[config.mk]
export PLATFORM = sky130hd
export DESIGN_NAME = pcm_volume_pan_scaler
export DESIGN_NICKNAME = d
export VERILOG_FILES = /design/src/sv/pvs_pkg.sv /design/src/sv/pvs_cfg.sv /design/src/sv/pvs_front.sv /design/src/sv/pvs_div255.sv /design/src/sv/pcm_volume_pan_scaler.sv
export SDC_FILE = /design/constraint.sdc
export NUM_CORES = 1
export LEC_CHECK = 0
export BUFFER_PORTS_ARGS = -buffer_cell sky130_fd_sc_hd__buf_4
export CORE_ASPECT_RATIO = 1.1
export CORE_UTILIZATION = 35
export DETAILED_ROUTE_END_ITERATION = 6
export GPL_TIMING_DRIVEN = 1
export PLACE_DENSITY = 0.56
export SYNTH_ARGS = -nofsm -noshare
export SYNTH_HDL_FRONTEND = slang
export SYNTH_SLANG_ARGS = --single-unit
[constraint.sdc]
create_clock -name clk -period 13.5 [get_ports clk]
set_input_delay 2.7 -clock clk [delete_from_list [all_inputs] [get_ports clk]]
set_output_delay 2.7 -clock clk [all_outputs]
set_load 0.1 [all_outputs]
[src/sv/pvs_pkg.sv]
// ----------------------------------------------------------------------------
// pvs_pkg: shared types and constants for the PCM volume and pan scaler
// Transaction payloads, configuration view, sample format codes and the
// fixed widths of the scaling datapath.
// ----------------------------------------------------------------------------
`default_nettype none

package pvs_pkg;

  // Sample format codes
  localparam logic [1:0] FMT_U8  = 2'd0;
  localparam logic [1:0] FMT_S16 = 2'd1;
  localparam logic [1:0] FMT_S24 = 2'd2;
  localparam logic [1:0] FMT_S32 = 2'd3;

  // Register indexes (byte address / 4)
  localparam logic [1:0] REG_FORMAT   = 2'd0;
  localparam logic [1:0] REG_CHANNELS = 2'd1;
  localparam logic [1:0] REG_VOLUME   = 2'd2;
  localparam logic [1:0] REG_PAN      = 2'd3;

  localparam int SAMPLE_W = 32;
  localparam int GAIN_W   = 8;
  localparam int PROD_W   = SAMPLE_W + GAIN_W;
  localparam int REM_W    = 11;

  localparam logic [1:0]  RST_FORMAT   = FMT_S16;
  localparam logic [3:0]  RST_CHANNELS = 4'd2;
  localparam logic [3:0]  STEREO       = 4'd2;
  localparam logic [7:0]  RST_VOLUME   = 8'd255;
  localparam logic [7:0]  PAN_UNITY    = 8'd128;
  localparam logic [7:0]  OFFSET8      = 8'h80;

  typedef struct packed {
    logic [31:0] sample_in;
    logic        is_right_channel;
    logic        block_end;
  } in_t;

  typedef struct packed {
    logic [31:0] sample_out;
    logic        block_end_out;
  } out_t;

  typedef struct packed {
    logic [1:0]        sample_format;
    logic [3:0]        channel_count;
    logic [7:0]        volume;
    logic signed [7:0] pan;
  } cfg_t;

  // Side information that travels with each sample down the pipeline
  typedef struct packed {
    logic [1:0] fmt;
    logic       neg;
    logic       block_end;
  } tag_t;

endpackage

`default_nettype wire

[src/sv/pvs_cfg.sv]
// ----------------------------------------------------------------------------
// pvs_cfg: configuration register file
// APB-style write/read access to format, channel count, volume and pan.
// ----------------------------------------------------------------------------
`default_nettype none

module pvs_cfg (
  input  logic          clk,
  input  logic          rst,
  input  logic          psel,
  input  logic          penable,
  input  logic          pwrite,
  input  logic [3:0]    paddr,
  input  logic [31:0]   pwdata,
  output logic [31:0]   prdata,
  output logic          pready,
  output pvs_pkg::cfg_t cfg
);

  logic       wr_en;
  logic [1:0] idx;

  assign pready = 1'b1;
  assign wr_en  = psel && penable && pwrite;
  assign idx    = paddr[3:2];

  always_ff @(posedge clk) begin
    if (rst) begin
      cfg.sample_format <= pvs_pkg::RST_FORMAT;
      cfg.channel_count <= pvs_pkg::RST_CHANNELS;
      cfg.volume        <= pvs_pkg::RST_VOLUME;
      cfg.pan           <= '0;
    end else if (wr_en) begin
      unique case (idx)
        pvs_pkg::REG_FORMAT:   cfg.sample_format <= pwdata[1:0];
        pvs_pkg::REG_CHANNELS: cfg.channel_count <= pwdata[3:0];
        pvs_pkg::REG_VOLUME:   cfg.volume        <= pwdata[7:0];
        pvs_pkg::REG_PAN:      cfg.pan           <= pwdata[7:0];
      endcase
    end
  end

  always_comb begin
    unique case (idx)
      pvs_pkg::REG_FORMAT:   prdata = {30'd0, cfg.sample_format};
      pvs_pkg::REG_CHANNELS: prdata = {28'd0, cfg.channel_count};
      pvs_pkg::REG_VOLUME:   prdata = {24'd0, cfg.volume};
      pvs_pkg::REG_PAN:      prdata = {24'd0, cfg.pan};
    endcase
  end

endmodule

`default_nettype wire

[src/sv/pvs_front.sv]
// ----------------------------------------------------------------------------
// pvs_front: decode and multiply stages
// Stage A turns raw bits into sign and magnitude and picks the channel gain;
// stage B forms magnitude * gain plus the rounding offset.
// ----------------------------------------------------------------------------
`default_nettype none

module pvs_front (
  input  logic                        clk,
  input  logic                        rst,
  input  pvs_pkg::cfg_t               cfg,
  input  logic                        up_valid,
  output logic                        up_ready,
  input  pvs_pkg::in_t                up_data,
  output logic                        dn_valid,
  input  logic                        dn_ready,
  output logic [pvs_pkg::PROD_W-1:0]  dn_prod,
  output pvs_pkg::tag_t               dn_tag
);

  logic [32:0] dec;
  logic [31:0] mag;
  logic [7:0]  pan_bits;
  logic [7:0]  pan_k;
  logic        use_pan;
  logic [15:0] pan_prod;
  logic [7:0]  gain;

  logic        a_valid;
  logic        a_load;
  logic [31:0] a_mag;
  logic [7:0]  a_gain;
  pvs_pkg::tag_t a_tag;
  logic        b_load;

  // Sign-extend to 33 bits; the 8-bit path removes the offset first
  always_comb begin
    unique case (cfg.sample_format)
      pvs_pkg::FMT_U8:  dec = {25'd0, up_data.sample_in[7:0]} - 33'd128;
      pvs_pkg::FMT_S16: dec = {{17{up_data.sample_in[15]}}, up_data.sample_in[15:0]};
      pvs_pkg::FMT_S24: dec = {{9{up_data.sample_in[23]}}, up_data.sample_in[23:0]};
      pvs_pkg::FMT_S32: dec = {up_data.sample_in[31], up_data.sample_in};
    endcase
    mag = dec[32] ? (~dec[31:0] + 32'd1) : dec[31:0];
  end

  // Attenuate the channel away from the pan: round(volume * k / 128)
  always_comb begin
    pan_bits = cfg.pan;
    pan_k    = '0;
    use_pan  = 1'b0;
    if (cfg.channel_count == pvs_pkg::STEREO) begin
      if (pan_bits[7] && up_data.is_right_channel) begin
        use_pan = 1'b1;
        pan_k   = pan_bits + pvs_pkg::PAN_UNITY;
      end else if (!pan_bits[7] && (pan_bits != 8'd0) && !up_data.is_right_channel) begin
        use_pan = 1'b1;
        pan_k   = pvs_pkg::PAN_UNITY - pan_bits;
      end
    end
    pan_prod = 16'(cfg.volume) * 16'(pan_k) + 16'd64;
    gain     = use_pan ? pan_prod[14:7] : cfg.volume;
  end

  assign b_load   = !dn_valid || dn_ready;
  assign a_load   = !a_valid || b_load;
  assign up_ready = a_load;

  always_ff @(posedge clk) begin
    if (rst) begin
      a_valid <= 1'b0;
    end else if (a_load) begin
      a_valid <= up_valid;
    end
  end

  always_ff @(posedge clk) begin
    if (a_load && up_valid) begin
      a_mag     <= mag;
      a_gain    <= gain;
      a_tag.fmt <= cfg.sample_format;
      a_tag.neg <= dec[32];
      a_tag.block_end <= up_data.block_end;
    end
  end

  always_ff @(posedge clk) begin
    if (rst) begin
      dn_valid <= 1'b0;
    end else if (b_load) begin
      dn_valid <= a_valid;
    end
  end

  always_ff @(posedge clk) begin
    if (b_load && a_valid) begin
      dn_prod <= pvs_pkg::PROD_W'(a_mag) * pvs_pkg::PROD_W'(a_gain)
                 + pvs_pkg::PROD_W'(127);
      dn_tag  <= a_tag;
    end
  end

`ifndef ASSERT_OFF
  a_gain_bounded: assert property (@(posedge clk) disable iff (rst)
    a_valid |-> (a_gain <= cfg.volume))
    else $error("pan gain exceeds master volume");
`endif

endmodule

`default_nettype wire

[src/sv/pvs_div255.sv]
// ----------------------------------------------------------------------------
// pvs_div255: divide-by-255 stages
// Stage C estimates y/255 as a sum of byte shifts; stage D corrects the
// estimate from the remainder, which stays below five times the divisor.
// ----------------------------------------------------------------------------
`default_nettype none

module pvs_div255 (
  input  logic                        clk,
  input  logic                        rst,
  input  logic                        up_valid,
  output logic                        up_ready,
  input  logic [pvs_pkg::PROD_W-1:0]  up_prod,
  input  pvs_pkg::tag_t               up_tag,
  output logic                        dn_valid,
  input  logic                        dn_ready,
  output logic [31:0]                 dn_quo,
  output pvs_pkg::tag_t               dn_tag
);

  logic [32:0] est_sum;
  logic        c_valid;
  logic        c_load;
  logic [pvs_pkg::PROD_W-1:0] c_prod;
  logic [31:0] c_est;
  pvs_pkg::tag_t c_tag;
  logic        d_load;
  logic [pvs_pkg::REM_W-1:0] rem;
  logic [2:0]  fix;

  // y/255 = y/256 + y/2^16 + ...; dropped fractions leave at most 4 short
  assign est_sum = 33'(up_prod[39:8]) + 33'(up_prod[39:16])
                 + 33'(up_prod[39:24]) + 33'(up_prod[39:32]);

  // Remainder y - 255*est, exact in 11 bits since it lies below 1275
  assign rem = c_prod[pvs_pkg::REM_W-1:0] - {c_est[2:0], 8'd0} + c_est[pvs_pkg::REM_W-1:0];
  assign fix = {2'd0, rem >= 11'd255} + {2'd0, rem >= 11'd510}
             + {2'd0, rem >= 11'd765} + {2'd0, rem >= 11'd1020};

  assign d_load   = !dn_valid || dn_ready;
  assign c_load   = !c_valid || d_load;
  assign up_ready = c_load;

  always_ff @(posedge clk) begin
    if (rst) begin
      c_valid <= 1'b0;
    end else if (c_load) begin
      c_valid <= up_valid;
    end
  end

  always_ff @(posedge clk) begin
    if (c_load && up_valid) begin
      c_prod <= up_prod;
      c_est  <= est_sum[31:0];
      c_tag  <= up_tag;
    end
  end

  always_ff @(posedge clk) begin
    if (rst) begin
      dn_valid <= 1'b0;
    end else if (d_load) begin
      dn_valid <= c_valid;
    end
  end

  always_ff @(posedge clk) begin
    if (d_load && c_valid) begin
      dn_quo <= c_est + 32'(fix);
      dn_tag <= c_tag;
    end
  end

`ifndef ASSERT_OFF
  rem_in_range: assert property (@(posedge clk) disable iff (rst)
    c_valid |-> (rem < 11'd1275))
    else $error("divide-by-255 estimate out of correction range");
`endif

endmodule

`default_nettype wire

[src/sv/pcm_volume_pan_scaler.sv]
// ----------------------------------------------------------------------------
// pcm_volume_pan_scaler: PCM sample volume and stereo pan scaler
// Scales each PCM sample by gain/255, with pan attenuation in stereo.
// ----------------------------------------------------------------------------
// Usage:
//   src channel: one sample per transaction (src_valid/src_stall/src_data),
//   raw bits right-aligned; is_right_channel picks the pan side in stereo.
//   dst channel: the scaled sample in the same format, upper bits zero,
//   with block_end carried through (dst_valid/dst_stall/dst_data).
//   APB port: format, channel count, volume and pan at byte addresses
//   0, 4, 8 and 12; write them only while no sample is in flight.
// Pipeline: five register stages (decode, multiply, divide estimate,
//   divide correction, output encode).
// Throughput: one sample per cycle while dst_stall is low; the 32x8 multiply in the second stage
//   and the shift-sum estimate in the third set the clock.
// Reset: clears all valid bits and loads format 16-bit, two channels,
//   volume 255 and pan 0.
// Stall: dst_stall holds the output register; empty stages behind it keep
//   filling, and src_stall rises only once every stage holds a sample.
// ----------------------------------------------------------------------------
`default_nettype none

module pcm_volume_pan_scaler (
  input  logic          clk,
  input  logic          rst,
  input  logic          src_valid,
  output logic          src_stall,
  input  pvs_pkg::in_t  src_data,
  output logic          dst_valid,
  input  logic          dst_stall,
  output pvs_pkg::out_t dst_data,
  input  logic          psel,
  input  logic          penable,
  input  logic          pwrite,
  input  logic [3:0]    paddr,
  input  logic [31:0]   pwdata,
  output logic [31:0]   prdata,
  output logic          pready
);

  pvs_pkg::cfg_t cfg;

  logic          front_ready;
  logic          mul_valid;
  logic          mul_ready;
  logic [pvs_pkg::PROD_W-1:0] mul_prod;
  pvs_pkg::tag_t mul_tag;

  logic          quo_valid;
  logic          quo_ready;
  logic [31:0]   quo;
  pvs_pkg::tag_t quo_tag;

  logic [31:0]   sres;
  logic [31:0]   enc;

  pvs_cfg u_cfg (
    .clk     (clk),
    .rst     (rst),
    .psel    (psel),
    .penable (penable),
    .pwrite  (pwrite),
    .paddr   (paddr),
    .pwdata  (pwdata),
    .prdata  (prdata),
    .pready  (pready),
    .cfg     (cfg)
  );

  pvs_front u_front (
    .clk      (clk),
    .rst      (rst),
    .cfg      (cfg),
    .up_valid (src_valid),
    .up_ready (front_ready),
    .up_data  (src_data),
    .dn_valid (mul_valid),
    .dn_ready (mul_ready),
    .dn_prod  (mul_prod),
    .dn_tag   (mul_tag)
  );

  pvs_div255 u_div (
    .clk      (clk),
    .rst      (rst),
    .up_valid (mul_valid),
    .up_ready (mul_ready),
    .up_prod  (mul_prod),
    .up_tag   (mul_tag),
    .dn_valid (quo_valid),
    .dn_ready (quo_ready),
    .dn_quo   (quo),
    .dn_tag   (quo_tag)
  );

  assign src_stall = !front_ready;
  assign quo_ready = !dst_valid || !dst_stall;

  // Restore the sign, then re-encode in the sample's own format
  always_comb begin
    sres = quo_tag.neg ? (~quo + 32'd1) : quo;
    unique case (quo_tag.fmt)
      pvs_pkg::FMT_U8:  enc = {24'd0, sres[7:0] + pvs_pkg::OFFSET8};
      pvs_pkg::FMT_S16: enc = {16'd0, sres[15:0]};
      pvs_pkg::FMT_S24: enc = {8'd0, sres[23:0]};
      pvs_pkg::FMT_S32: enc = sres;
    endcase
  end

  always_ff @(posedge clk) begin
    if (rst) begin
      dst_valid <= 1'b0;
    end else if (quo_ready) begin
      dst_valid <= quo_valid;
    end
  end

  always_ff @(posedge clk) begin
    if (quo_ready && quo_valid) begin
      dst_data.sample_out    <= enc;
      dst_data.block_end_out <= quo_tag.block_end;
    end
  end

`ifndef ASSERT_OFF
  stall_only_when_full: assert property (@(posedge clk) disable iff (rst)
    src_stall |-> (dst_valid && dst_stall && quo_valid && mul_valid))
    else $error("input stalled while the pipeline has an empty stage");
`endif

endmodule

`default_nettype wire
# After elaboration in Yosys (flattened, before gate mapping)
# Cells that the tools add are included.
word_totals:
  input_bits: 77
  elab_cells: 108
  output_inout_bits: 68
  register_bits: 231
op_classes:
  n_reduce_logical: 32
  n_mul: 2
  n_eq_ne: 10
  n_addsub: 17
  order_cmp: 4
  muxes: 12
  bitwise_logic: 2
ops:
  columns: ["cell", "n"]
  rows:
  - ["$pmux W32 S4", 2]
  - ["$pmux W33 S4", 1]
  - ["$add A32 B1 Y32 const B", 2]
  - ["$mux W32", 2]
  - ["$not A32 Y32", 2]
  - ["$add A40 B7 Y40 const B", 1]
  - ["$mul A32 B8 Y40", 1]
  - ["$add A32 B16 Y32", 1]
  - ["$add A32 B24 Y32", 1]
  - ["$add A32 B3 Y32", 1]
  - ["$add A32 B8 Y32", 1]
  - ["$mux W8", 4]
  - ["$ge A11 B10 Y1 const B", 2]
  - ["$add A8 B8 Y8 const B", 2]
  - ["$add A15 B7 Y15 const B", 1]
  - ["$mul A8 B8 Y15", 1]
  - ["$eq A2 B2 Y1 const B", 6]
  - ["$add A11 B11 Y11", 1]
  - ["$ge A11 B8 Y1 const B", 1]
  - ["$ge A11 B9 Y1 const B", 1]
  - ["$sub A11 B11 Y11", 1]
  - ["$logic_and A1 B1 Y1", 10]
  - ["$logic_not A1 Y1", 9]
  - ["$sub A8 B8 Y9 const B", 1]
  - ["other kinds (10)", 24]

# Logic depth before layout (Yosys ltp)
# Gate-level depths: netlist of run 1.
logic_depth:
  ltp_word: 9
  depth_mapped: 29
  ltp_nobuf: 29

# By module
# Synthesis of run 1 repeated with hierarchy kept, for this count alone.
unflattened:
  cells_unflattened: 2463
  hier_area_um2: 24156.9
modules_own_cells:
  columns: ["mod", "instances", "area_each_um2", "cells_each", "seq_area_each_um2"]
  rows:
  - ["pvs_front", 1, 14523.9, 1565, 2682.6]
  - ["pvs_div255", 1, 6336.1, 580, 2532.4]
  - ["pcm_volume_pan_scaler", 1, 1969.4, 180, 1011.0]
  - ["pvs_cfg", 1, 1327.5, 138, 440.4]

# Least setup slack after synthesis of run 1
# OpenSTA, ideal clock, no wires.
synth_timing:
  path_type: "input -> register"
  from: "input src_data[1] in the netlist's numbering"
  to: "register u_front.a_gain[7], data pin"
  setup_ns: 0.174
  cell_stages: 23
  path_buffers: 2
  t_arrival_ns: 7.898
  required_time_ns: 13.326
  path_slack_ns: 5.428
  path_cell_list: "and2_1 -> clkbuf_1 -> nor2_1 -> or2_2 -> clkbuf_1 -> nor2_1 -> nand2_1 -> fa_1 -> inv_1 -> fa_1 -> inv_1 -> fa_1 -> inv_1 -> fa_1 -> ha_1 -> o21a_1 -> o31a_1 -> o41ai_1 -> o2111a_1 -> o21bai_1 -> xnor2_1 -> nor3_1 -> a311oi_1"
synth_via:
  elab_chain_cells: 8
  word_cells_on_any_way: 12
  cone_classes: "add/sub (1); mul (1); mux (7); reduce/logical (3)"
synth_rtl:
  columns: ["item", "line_no", "text"]
  rows:
  - ["from (decl)", "pcm_volume_pan_scaler.sv:28", "input pvs_pkg::in_t src_data,"]
  - ["$logic_not A1 Y1", "pvs_front.sv:56", "end else if (!pan_bits[7] && (pan_bits != 8'd0) && !up_data.is_right_channel) begin"]
  - ["$logic_and A1 B1 Y1", "pvs_front.sv:56", null]
  - ["$mux W8", "pvs_front.sv:56", null]
  - ["$mux W8", "pvs_front.sv:53", "if (pan_bits[7] && up_data.is_right_channel) begin"]
  - ["$mux W8", "pvs_front.sv:52", "if (cfg.channel_count == pvs_pkg::STEREO) begin"]
  - ["$mul A8 B8 Y15", "pvs_front.sv:61", "pan_prod = 16'(cfg.volume) * 16'(pan_k) + 16'd64;"]
  - ["$add A15 B7 Y15", "pvs_front.sv:61", null]
  - ["$mux W8 *", "pvs_front.sv:62", "gain = use_pan ? pan_prod[14:7] : cfg.volume;"]
  - ["named net u_front.gain[7]", "pvs_front.sv:27", "logic [7:0] gain;"]
  - ["to (signal assigned)", "pvs_front.sv:80", "a_gain <= gain;"]
  - ["to (decl)", "pvs_front.sv:32", "logic [7:0] a_gain;"]
# Mark *: on every way through the listed nets, which the timed path passes. The rest lies on a longest branch.
# A chain may end at the register's enable or synchronous reset.

# Worst setup path after layout of run 1
# Same ends and word-level chain as after synthesis.

==> results of run 1 <==
cell families after synthesis:
logic type	count (synthesis)
adders and majority gates	440
DFF	231
and+or+nand+nor	746
other	2
AOI/OAI and AO/OA	318
buffers and inverters	433
xor gates and xnor gates	167
muxes	23
worst paths after layout:
path              cells after the start                    startpoint                          end  slack [ns]
setup / recovery                     22                   src_data[1]  u_front.a_gain[7]$_DFFE_PP_        4.97
hold / removal                        0  u_front.dn_prod[7]$_DFFE_PP_    u_div.c_prod[7]$_DFFE_PP_        0.41
setup reg to reg                     25     u_cfg.cfg[0]$_SDFFE_PP0P_  u_front.a_gain[7]$_DFFE_PP_        6.24
hold reg to reg                       0  u_front.dn_prod[7]$_DFFE_PP_    u_div.c_prod[7]$_DFFE_PP_        0.41
per-layer routing:
layer / routed length (µm) / GRT usage [%] / part of all wire (%)
met1: 22100 / 19.0 / 46
met2: 23300 / 25.4 / 49
met3: 1550 / 1.43 / 3.2
met4: 986 / 3.60 / 2.1
met5: 0 / 0 / 0
flip-flops by register name (all words and copies together) (netlist names):
register          count
u_div.dn_tag          4
u_div.dn_valid        1
u_front.a_mag        32
u_front.a_valid       1
u_cfg.cfg            22
u_front.dn_valid      1
u_front.a_tag         4
u_front.a_gain        8
u_div.c_prod         11
u_div.c_tag           4
dst_data             33
u_div.dn_quo         32
u_front.dn_prod      40
u_div.c_valid         1
u_div.c_est          32
dst_valid             1
u_front.dn_tag        4
cell type report:
class | count | area (µm²) | share of cell area [%]
Timing Repair Buffer | 103 | 773 | 3.02
Inverter | 339 | 1270 | 4.96
Clock inverter | 20 | 144 | 0.561
Clock buffer | 28 | 658 | 2.57
Multi-Input combinational cell | 1719 | 15100 | 58.7
Tap cell | 850 | 1060 | 4.15
Sequential cell | 231 | 6670 | 26.0
critical path, stage by stage:
cell	delay (ns)
sky130_fd_sc_hd__buf_4	0.12
sky130_fd_sc_hd__nor3_1	0.30
sky130_fd_sc_hd__nor2_1	0.09
sky130_fd_sc_hd__or2_2	0.44
sky130_fd_sc_hd__nor2_1	0.46
sky130_fd_sc_hd__nand2_1	0.15
sky130_fd_sc_hd__fa_1	0.56
sky130_fd_sc_hd__inv_1	0.06
sky130_fd_sc_hd__fa_1	0.49
sky130_fd_sc_hd__inv_1	0.05
sky130_fd_sc_hd__fa_1	0.47
sky130_fd_sc_hd__inv_1	0.05
sky130_fd_sc_hd__fa_1	0.47
sky130_fd_sc_hd__ha_1	0.32
sky130_fd_sc_hd__o21a_1	0.18
sky130_fd_sc_hd__o31a_1	0.14
sky130_fd_sc_hd__o41ai_1	0.68
sky130_fd_sc_hd__o2111a_1	0.36
sky130_fd_sc_hd__o21bai_1	0.09
sky130_fd_sc_hd__xnor2_1	0.26
sky130_fd_sc_hd__nor3_1	0.08
sky130_fd_sc_hd__a311oi_1	0.35
cells in the final DEF, fill, tap and decap left out, drive strengths merged, types with 6 or more instances in the layout:
cell / Yosys / layout
inv: 338 / 340
fa: 249 / 249
nand2: 208 / 208
edfxtp: 204 / 204
and2: 198 / 198
ha: 191 / 191
nor2: 131 / 131
xnor2: 107 / 107
buf: 29 / 103
a21oi: 92 / 92
o21ai: 83 / 83
xor2: 60 / 60
nand3: 45 / 45
a21o: 29 / 29
nor2b: 29 / 29
clkbuf: 65 / 28
nor3: 27 / 27
dfxtp: 27 / 27
conb: 2 / 25
and3: 18 / 18
mux2i: 18 / 18
o31ai: 18 / 18
nand4: 16 / 16
clkinv: 1 / 16
nor4: 14 / 14
or3: 13 / 13
o21a: 11 / 11
a211o: 11 / 11
nand2b: 11 / 11
o21bai: 10 / 10
a211oi: 9 / 9
o41ai: 9 / 9
or4: 9 / 9
a31oi: 8 / 8
or2: 7 / 7
nor3b: 6 / 6
stage by stage:
| step | cell area, µm² | worst slack, ns | instances | utilization (%) |
|---|---|---|---|---|
| after global routing | 25600 | 4.62 | 3290 | 39.2 |
| after floorplan | 23400 | 5.43 | 2383 | - |
| after global placement | 24800 | 4.48 | 3242 | 37.9 |
| after CTS | 25600 | 4.96 | 3290 | 39.2 |
| after detailed placement | 24800 | 4.37 | 3242 | 37.9 |
| final | 25600 | 4.97 | 3290 | 39.2 |
==> impl_metrics.csv, run 1 <==
group,metric,value,unit
timing,rsz0062_at_grt,"no",
logic_synthesis,ys_top_cells_by_area,"sky130_fd_sc_hd__edfxtp_1 26%, sky130_fd_sc_hd__fa_1 21%, sky130_fd_sc_hd__ha_1 10%",
floorplan,design.core.area,65500,µm²
cts,clk_root_buffer_cell,"sky130_fd_sc_hd__clkbuf_16",
cts,cts_setup_buffers,0,
logic_synthesis,synth.ff_latch_count,231,
floorplan,io_pins,145,
logic_synthesis,synthFlopType,"sky130_fd_sc_hd__edfxtp_1",
layout,fill_cells,6530,
route,drt-initial-drc-count,731,
logic_synthesis,mean_instance_size_in_the_synthesized_netlist,9.88,µm²
cts,worstSkewPairLatency,0.57,ns
route,drt.antenna.violating_nets,0,
timing,tightest_slew,1.25,ns
cts,cts_num_sinks,231,
layout,final_nets,2937,
timing,slew-limit-headroom,16.8,%
logic_synthesis,synth_largest_area_cell,"sky130_fd_sc_hd__edfxtp_1",
floorplan,floorplan.die.width,248,µm
logic_synthesis,synth_enable_flop_cells,204,
layout,drive_above_1_share,7.01,%
global_route,overflow,0,
route,detail_route.wirelength,48000,µm
logic_synthesis,synth-compound-area-share,8.64,%
route,drc,0,
layout,area_growth_syn_to_layout,10.0,%
setup_path,worst_setup_path_start_kind,"input port",
logic_synthesis,synth_area,23300,µm²
setup_path,critical_path_peak_fanout,19,
hold_path,worstHoldPathType,"flop to flop",
logic_synthesis,synth.top_cells.by_count,"338 x sky130_fd_sc_hd__inv_1, 249 x sky130_fd_sc_hd__fa_1, 208 x sky130_fd_sc_hd__nand2_1",
job,cap_viol_max_count,0,
global_route,grt_pass1_vias,16600,
logic_synthesis,post_synth_and_or_nand_nor_area_fraction,16.3,%
logic_synthesis,yosysWarnings,0,
layout,n_antenna_cell,0,
cts,cts_tree,"built",
logic_synthesis,yosys.cell_count.top_type,"sky130_fd_sc_hd__inv_1",
logic_synthesis,ys_seq_area_share,28.6,%
route,dr.pass1.iters,5,
logic_synthesis,synth_top_family_by_area,"adder cells",
placed_design,hpwl_after_detailed_placement,38100,µm
setup_path,data_required_time_at_the_worst_endpoint,13.84,ns
timing,worst_clock_skew,0.0149,ns
timing,achievable-frequency,117,MHz
floorplan,initial_core_util,35.6,%
logic_synthesis,synth_top_cell_area_share,26.3,%
floorplan,fp.dieH,273,µm
cts,holdBufCountCts,0,
run_status,run_status,"completed",
timing,final.min_clock_period,8.53,ns
setup_path,path_class,"input port to flop",
logic_synthesis,synth_xor_xnor_area_share,6.27,%
timing,final_max_slew_viol_count,0,
route,route.vias.total,16000,
cts,tritoncts_buffers,26,
global_route,largest_net_degree_at_the_start_of_global_routing,48,
timing,final_min_period_over_clock_period,63.2,%
cts,postCtsResizedCells,0,
timing,finalSetupTns,0,ns
global_route,initial_antenna_violation_count,0,
floorplan,placementRows,98,
route,drt-vias-per-instance,4.85,
setup_path,worst_ep_arrival_time,8.87,ns
logic_synthesis,synth_cells,2360,
global_route,first_pass_grt_wire_length,80800,µm
global_route,track_usage,14.5,%
timing,finalHoldWorstSlack,0.406,ns
cts,clockBufferDepth,3,
placed_design,place.port_buffers,93,
cts,cts.htree.levels,1,
logic_synthesis,muxShareOfSynthArea,1.11,%
setup_path,crit_path_end_kind,"flop",
timing,report.final.setup_viol,0,
cts,worst_setup_hold_path_clk_slew,0.06,ns
logic_synthesis,async_set_or_reset_flop_fraction_in_the_synthesized_netlist,0,%
timing,timing_hold_violations_final,0,
logic_synthesis,synth_cell_types,70,
logic_synthesis,synth_fa_ha_area_share,31.6,%
placed_design,gp_congestion,0.895,
route,post_drt_wl_per_cell,14.6,µm
floorplan,floorplan.die_area,67600,µm²
Power of run 1 is not shown: default switching activity piles up to over one toggle a cycle in this logic, so the estimate is an artifact.
==> run 2: changes to the inputs <==
--- a/config.mk
+++ b/config.mk
@@ -10,7 +10,7 @@
 export CORE_UTILIZATION = 35
 export DETAILED_ROUTE_END_ITERATION = 6
 export GPL_TIMING_DRIVEN = 1
-export PLACE_DENSITY = 0.56
+export PLACE_DENSITY = 0.58
 export SYNTH_ARGS = -nofsm -noshare
 export SYNTH_HDL_FRONTEND = slang
 export SYNTH_SLANG_ARGS = --single-unit
==> constraint.sdc (replaced) <==
create_clock -name clk -period 7.1 [get_ports clk]
set_input_delay 1.42 -clock clk [delete_from_list [all_inputs] [get_ports clk]]
set_output_delay 1.42 -clock clk [all_outputs]
set_load 0.1 [all_outputs]
==> impl_metrics.csv, run 2 (synthesis results as in run 1) <==
group,metric,value,unit
global_route,initial_antenna_violation_count,0,
cts,worstSkewPairLatency,0.59,ns
timing,timing_hold_violations_final,0,
floorplan,design.core.area,65500,µm²
layout,area_growth_syn_to_layout,11.0,%
run_status,run_status,"completed",
cts,worst_setup_hold_path_clk_slew,0.06,ns
layout,drive_above_1_share,7.69,%
layout,largest_register_ffs,40,
timing,final_min_period_over_clock_period,90.2,%
cts,cts.htree.levels,1,
layout,largest_register,"u_front.dn_prod",
global_route,overflow,0,
placed_design,gp_congestion,0.896,
placed_design,hpwl_after_detailed_placement,38600,µm
layout,mostFrequentLayoutCell,"sky130_fd_sc_hd__inv_1",
timing,worst_clock_skew,0.0378,ns
floorplan,initial_core_util,35.6,%
global_route,grt_pass1_vias,16900,
cts,tritoncts_buffers,28,
setup_path,crit_path_end_kind,"flop",
route,detail_route.wirelength,48500,µm
timing,slew-limit-headroom,28.0,%
floorplan,io_pins,145,
setup_path,timing.reg2reg.worst_path_depth,26,
layout,finish.utilization,39.5,%
cts,cts_num_sinks,231,
route,dr.pass1.iters,5,
hold_path,hold-path-cell-count,0,
route,post_drt_wl_per_cell,14.7,µm
layout,n_antenna_cell,0,
cts,cts_setup_buffers,0,
setup_path,slowest_stage,"sky130_fd_sc_hd__dfxtp_1",
timing,final.min_clock_period,6.41,ns
cts,clk_root_buffer_cell,"sky130_fd_sc_hd__clkbuf_16",
placed_design,place.port_buffers,93,
route,drc,0,
layout,layout_common_cells,"338 x sky130_fd_sc_hd__inv_1, 249 x sky130_fd_sc_hd__fa_1, 208 x sky130_fd_sc_hd__nand2_1",
timing,finalSetupTns,0,ns
cts,holdBufCountCts,0,
floorplan,fp.dieH,273,µm
cts,postCtsResizedCells,0,
timing,report.final.setup_viol,0,
timing,tightest_slew,1.08,ns
timing,rsz0062_at_grt,"no",
floorplan,placementRows,98,
timing,final_max_slew_viol_count,0,
route,drt-initial-drc-count,669,
setup_path,worst_path_dominant_cell_family,"adder cells",
layout,fill_cells,6444,
global_route,first_pass_grt_wire_length,82800,µm
route,drt-vias-per-instance,4.87,
floorplan,floorplan.die_area,67600,µm²
setup_path,data_required_time_at_the_worst_endpoint,7.46,ns
setup_path,peak_per_stage_delay_on_the_critical_path,0.55,ns
global_route,largest_net_degree_at_the_start_of_global_routing,48,
setup_path,critical_path_buf_inv_count,5,
job,cap_viol_max_count,0,
layout,final_nets,2954,
floorplan,floorplan.die.width,248,µm
cts,cts_tree,"built",
timing,achievable-frequency,156,MHz
hold_path,worstHoldPathType,"flop to flop",
route,route.vias.total,16100,
layout,largest_registers_ranked_by_flip_flop_count,"u_front.dn_prod (40), dst_data (33)",
setup_path,worst_ep_arrival_time,6.77,ns
setup_path,path_class,"flop to flop",
setup_path,crit_cells,26,
cts,clockBufferDepth,3,
route,drt.antenna.violating_nets,0,
global_route,track_usage,14.8,%
setup_path,critical_path_peak_fanout,12,
setup_path,worst_setup_path_start_kind,"flop",
-- run 2: changes by cell type in the layout (fill, tap and decap cells not counted), sizes merged --
cell      previous run  this run
buf                103       118
clkbuf              28        31
bufinv               1         3
clkinvlp             2         1
-- run 2: final timing paths --
check	start	endpoint	slack, ns
worst max-delay path	u_cfg.cfg[0]$_SDFFE_PP0P_	u_front.a_gain[7]$_DFFE_PP_	0.69
worst min-delay path	u_front.dn_prod[6]$_DFFE_PP_	u_div.c_prod[6]$_DFFE_PP_	0.42
worst max register to register	u_cfg.cfg[0]$_SDFFE_PP0P_	u_front.a_gain[7]$_DFFE_PP_	0.69
worst min register to register	u_front.dn_prod[6]$_DFFE_PP_	u_div.c_prod[6]$_DFFE_PP_	0.42
-- run 2: cell type report --
| class | instances | area, µm² | area share, % |
|---|---|---|---|
| Tap cell | 850 | 1060 | 4.11 |
| Inverter | 339 | 1270 | 4.92 |
| Clock inverter | 21 | 211 | 0.817 |
| Multi-Input combinational cell | 1719 | 15100 | 58.2 |
| Sequential cell | 231 | 6670 | 25.8 |
| Clock buffer | 31 | 712 | 2.75 |
| Timing Repair Buffer | 118 | 886 | 3.42 |
-- run 2: metal layers --
metal | wire, µm | global-route usage [%] | part of all wire (%)
met3 | 1720 | 1.58 | 3.6
met1 | 22500 | 19.7 | 46
met2 | 23200 | 25.3 | 48
met4 | 1020 | 3.76 | 2.1
met5 | 0 | 0 | 0
-- run 2: through the flow --
step                      setup slack [ns]  instance area (µm²)  cells  hold WS (ns)
after CTS                            0.637                25900   3309         0.416
after floorplan                      0.308                23400   2383         0.400
after global routing                 0.139                25900   3309         0.426
after global placement               0.216                25000   3257         0.404
after detailed placement             0.112                25000   3257         0.405
final                                0.693                25900   3309         0.417
Power of run 2 is left out for the same reason.
==> run 3: changes to the inputs <==
--- a/config.mk
+++ b/config.mk
@@ -6,10 +6,12 @@
 export NUM_CORES = 1
 export LEC_CHECK = 0
 export BUFFER_PORTS_ARGS = -buffer_cell sky130_fd_sc_hd__buf_4
+export CAP_MARGIN = 5
 export CORE_ASPECT_RATIO = 1.1
 export CORE_UTILIZATION = 35
 export DETAILED_ROUTE_END_ITERATION = 6
 export GPL_TIMING_DRIVEN = 1
+export MAX_ROUTING_LAYER = met4
 export PLACE_DENSITY = 0.58
 export SYNTH_ARGS = -nofsm -noshare
 export SYNTH_HDL_FRONTEND = slang
==> impl_metrics.csv, run 3 (synthesis results as in run 1) <==
group,metric,value,unit
run_status,run_status,"completed",
setup_path,crit_path_end_kind,"flop",
global_route,grt_pass1_vias,16800,
route,drc,0,
layout,n_antenna_cell,0,
floorplan,design.core.area,65500,µm²
timing,tightest_slew,1.06,ns
job,cap_viol_max_count,0,
cts,tritoncts_buffers,26,
placed_design,gp_congestion,0.911,
global_route,largest_net_degree_at_the_start_of_global_routing,48,
global_route,first_pass_grt_wire_length,82800,µm
setup_path,rr_endpoint,"u_front.a_gain[7]$_DFFE_PP_",
cts,worst_setup_hold_path_clk_slew,0.06,ns
timing,rsz0062_at_grt,"no",
layout,largest_register_ffs,40,
hold_path,hold-path-cell-count,0,
route,dr.pass1.iters,4,
cts,cts_setup_buffers,0,
route,drt-vias-per-instance,4.87,
layout,largest_register,"u_front.dn_prod",
global_route,track_usage,15.2,%
cts,cts_num_sinks,231,
layout,final_nets,2952,
timing,final.min_clock_period,6.45,ns
setup_path,timing.reg2reg.worst_path_depth,26,
global_route,overflow,0,
cts,clk_root_buffer_cell,"sky130_fd_sc_hd__clkbuf_16",
timing,finalHoldWorstSlack,0.415,ns
setup_path,r2r_setup_slk,0.65,ns
layout,drive_above_1_share,7.54,%
route,drt-initial-drc-count,606,
hold_path,hp-start,"u_front.dn_tag[1]$_DFFE_PP_",
cts,postCtsResizedCells,0,
timing,finalSetupTns,0,ns
cts,holdBufCountCts,0,
floorplan,io_pins,145,
setup_path,worst_ep_arrival_time,6.82,ns
setup_path,worst_setup_path_start_kind,"flop",
route,drt.antenna.violating_nets,0,
hold_path,worstHoldPathType,"flop to flop",
timing,worst_clock_skew,0.0174,ns
setup_path,rr_startpoint,"u_cfg.cfg[0]$_SDFFE_PP0P_",
layout,largest_registers_ranked_by_flip_flop_count,"u_front.dn_prod (40), dst_data (33)",
floorplan,floorplan.die_area,67600,µm²
placed_design,place.port_buffers,93,
cts,cts_tree,"built",
timing,slew-limit-headroom,28.9,%
cts,clockBufferDepth,3,
floorplan,initial_core_util,35.6,%
route,post_drt_wl_per_cell,14.7,µm
floorplan,floorplan.die.width,248,µm
cts,cts.htree.levels,1,
layout,layout_common_cells,"338 x sky130_fd_sc_hd__inv_1, 249 x sky130_fd_sc_hd__fa_1, 208 x sky130_fd_sc_hd__nand2_1",
timing,final_min_period_over_clock_period,90.8,%
hold_path,min_to,"u_div.c_tag[1]$_DFFE_PP_",
route,detail_route.wirelength,48700,µm
floorplan,fp.dieH,273,µm
setup_path,critical_path_peak_fanout,12,
global_route,initial_antenna_violation_count,0,
setup_path,data_required_time_at_the_worst_endpoint,7.47,ns
timing,final_max_slew_viol_count,0,
route,route.vias.total,16100,
layout,mostFrequentLayoutCell,"sky130_fd_sc_hd__inv_1",
layout,area_growth_syn_to_layout,10.7,%
placed_design,hpwl_after_detailed_placement,38700,µm
cts,worstSkewPairLatency,0.57,ns
setup_path,path_class,"flop to flop",
timing,achievable-frequency,155,MHz
floorplan,placementRows,98,
timing,report.final.setup_viol,0,
timing,timing_hold_violations_final,0,
run 3: cell type report:
class	instances	area, µm²
Multi-Input combinational cell	1719	15100
Clock inverter	13	158
Fill cell	6397	39700
Inverter	339	1270
Tap cell	850	1060
Timing Repair Buffer	118	886
Sequential cell	231	6670
Clock buffer	35	684
run 3: worst max-delay path by stage:
stage	start	to	slack, ns	depth (start not counted)
after global routing	u_cfg.cfg[0]$_SDFFE_PP0P_	u_front.a_gain[7]$_DFFE_PP_	0.13	26
after global placement	src_data[1]	u_front.a_gain[7]$_DFFE_PP_	0.22	25
after floorplan	src_data[1]	u_front.a_gain[7]$_DFFE_PP_	0.31	23
after detailed placement	src_data[1]	u_front.a_gain[7]$_DFFE_PP_	0.07	23
after CTS	u_cfg.cfg[0]$_SDFFE_PP0P_	u_front.a_gain[7]$_DFFE_PP_	0.60	26
final	u_cfg.cfg[0]$_SDFFE_PP0P_	u_front.a_gain[7]$_DFFE_PP_	0.65	26
run 3: critical path: stages, from the launching register on:
cell	delay, ns
sky130_fd_sc_hd__dfxtp_1	0.55
sky130_fd_sc_hd__inv_1	0.08
sky130_fd_sc_hd__ha_1	0.24
sky130_fd_sc_hd__nand2b_1	0.10
sky130_fd_sc_hd__nor3_1	0.06
sky130_fd_sc_hd__nor3_1	0.29
sky130_fd_sc_hd__nor2_1	0.09
sky130_fd_sc_hd__or2_2	0.34
sky130_fd_sc_hd__nor2_1	0.16
sky130_fd_sc_hd__nand2_1	0.10
sky130_fd_sc_hd__fa_1	0.56
sky130_fd_sc_hd__inv_1	0.05
sky130_fd_sc_hd__fa_1	0.51
sky130_fd_sc_hd__inv_1	0.06
sky130_fd_sc_hd__fa_1	0.47
sky130_fd_sc_hd__inv_1	0.05
sky130_fd_sc_hd__fa_1	0.47
sky130_fd_sc_hd__ha_1	0.32
sky130_fd_sc_hd__o21a_1	0.17
sky130_fd_sc_hd__o31a_1	0.13
sky130_fd_sc_hd__o41ai_1	0.34
sky130_fd_sc_hd__buf_4	0.20
sky130_fd_sc_hd__o2111a_1	0.22
sky130_fd_sc_hd__o21bai_1	0.08
sky130_fd_sc_hd__xnor2_1	0.23
sky130_fd_sc_hd__a21oi_1	0.11
sky130_fd_sc_hd__a311oi_1	0.27
run 3: layer usage:
metal	global-route usage (%)	wire length [µm]	vias up
met5	-	0	-
met4	3.23	893	0
met3	1.62	1710	59
met2	25.8	23600	295
met1	19.5	22500	7841
li1	-	-	7903
run 3: metrics by stage:
step / setup slack (ns) / utilization [%] / instances / instance area, µm²
finish: 0.652 / 39.4 / 3305 / 25800
global route: 0.135 / 39.4 / 3305 / 25800
global placement: 0.219 / 38.1 / 3257 / 25000
detailed placement: 0.0686 / 38.1 / 3257 / 25000
floorplan: 0.308 / - / 2383 / 23400
CTS: 0.596 / 39.4 / 3305 / 25800
Power of run 3 is left out for the same reason.
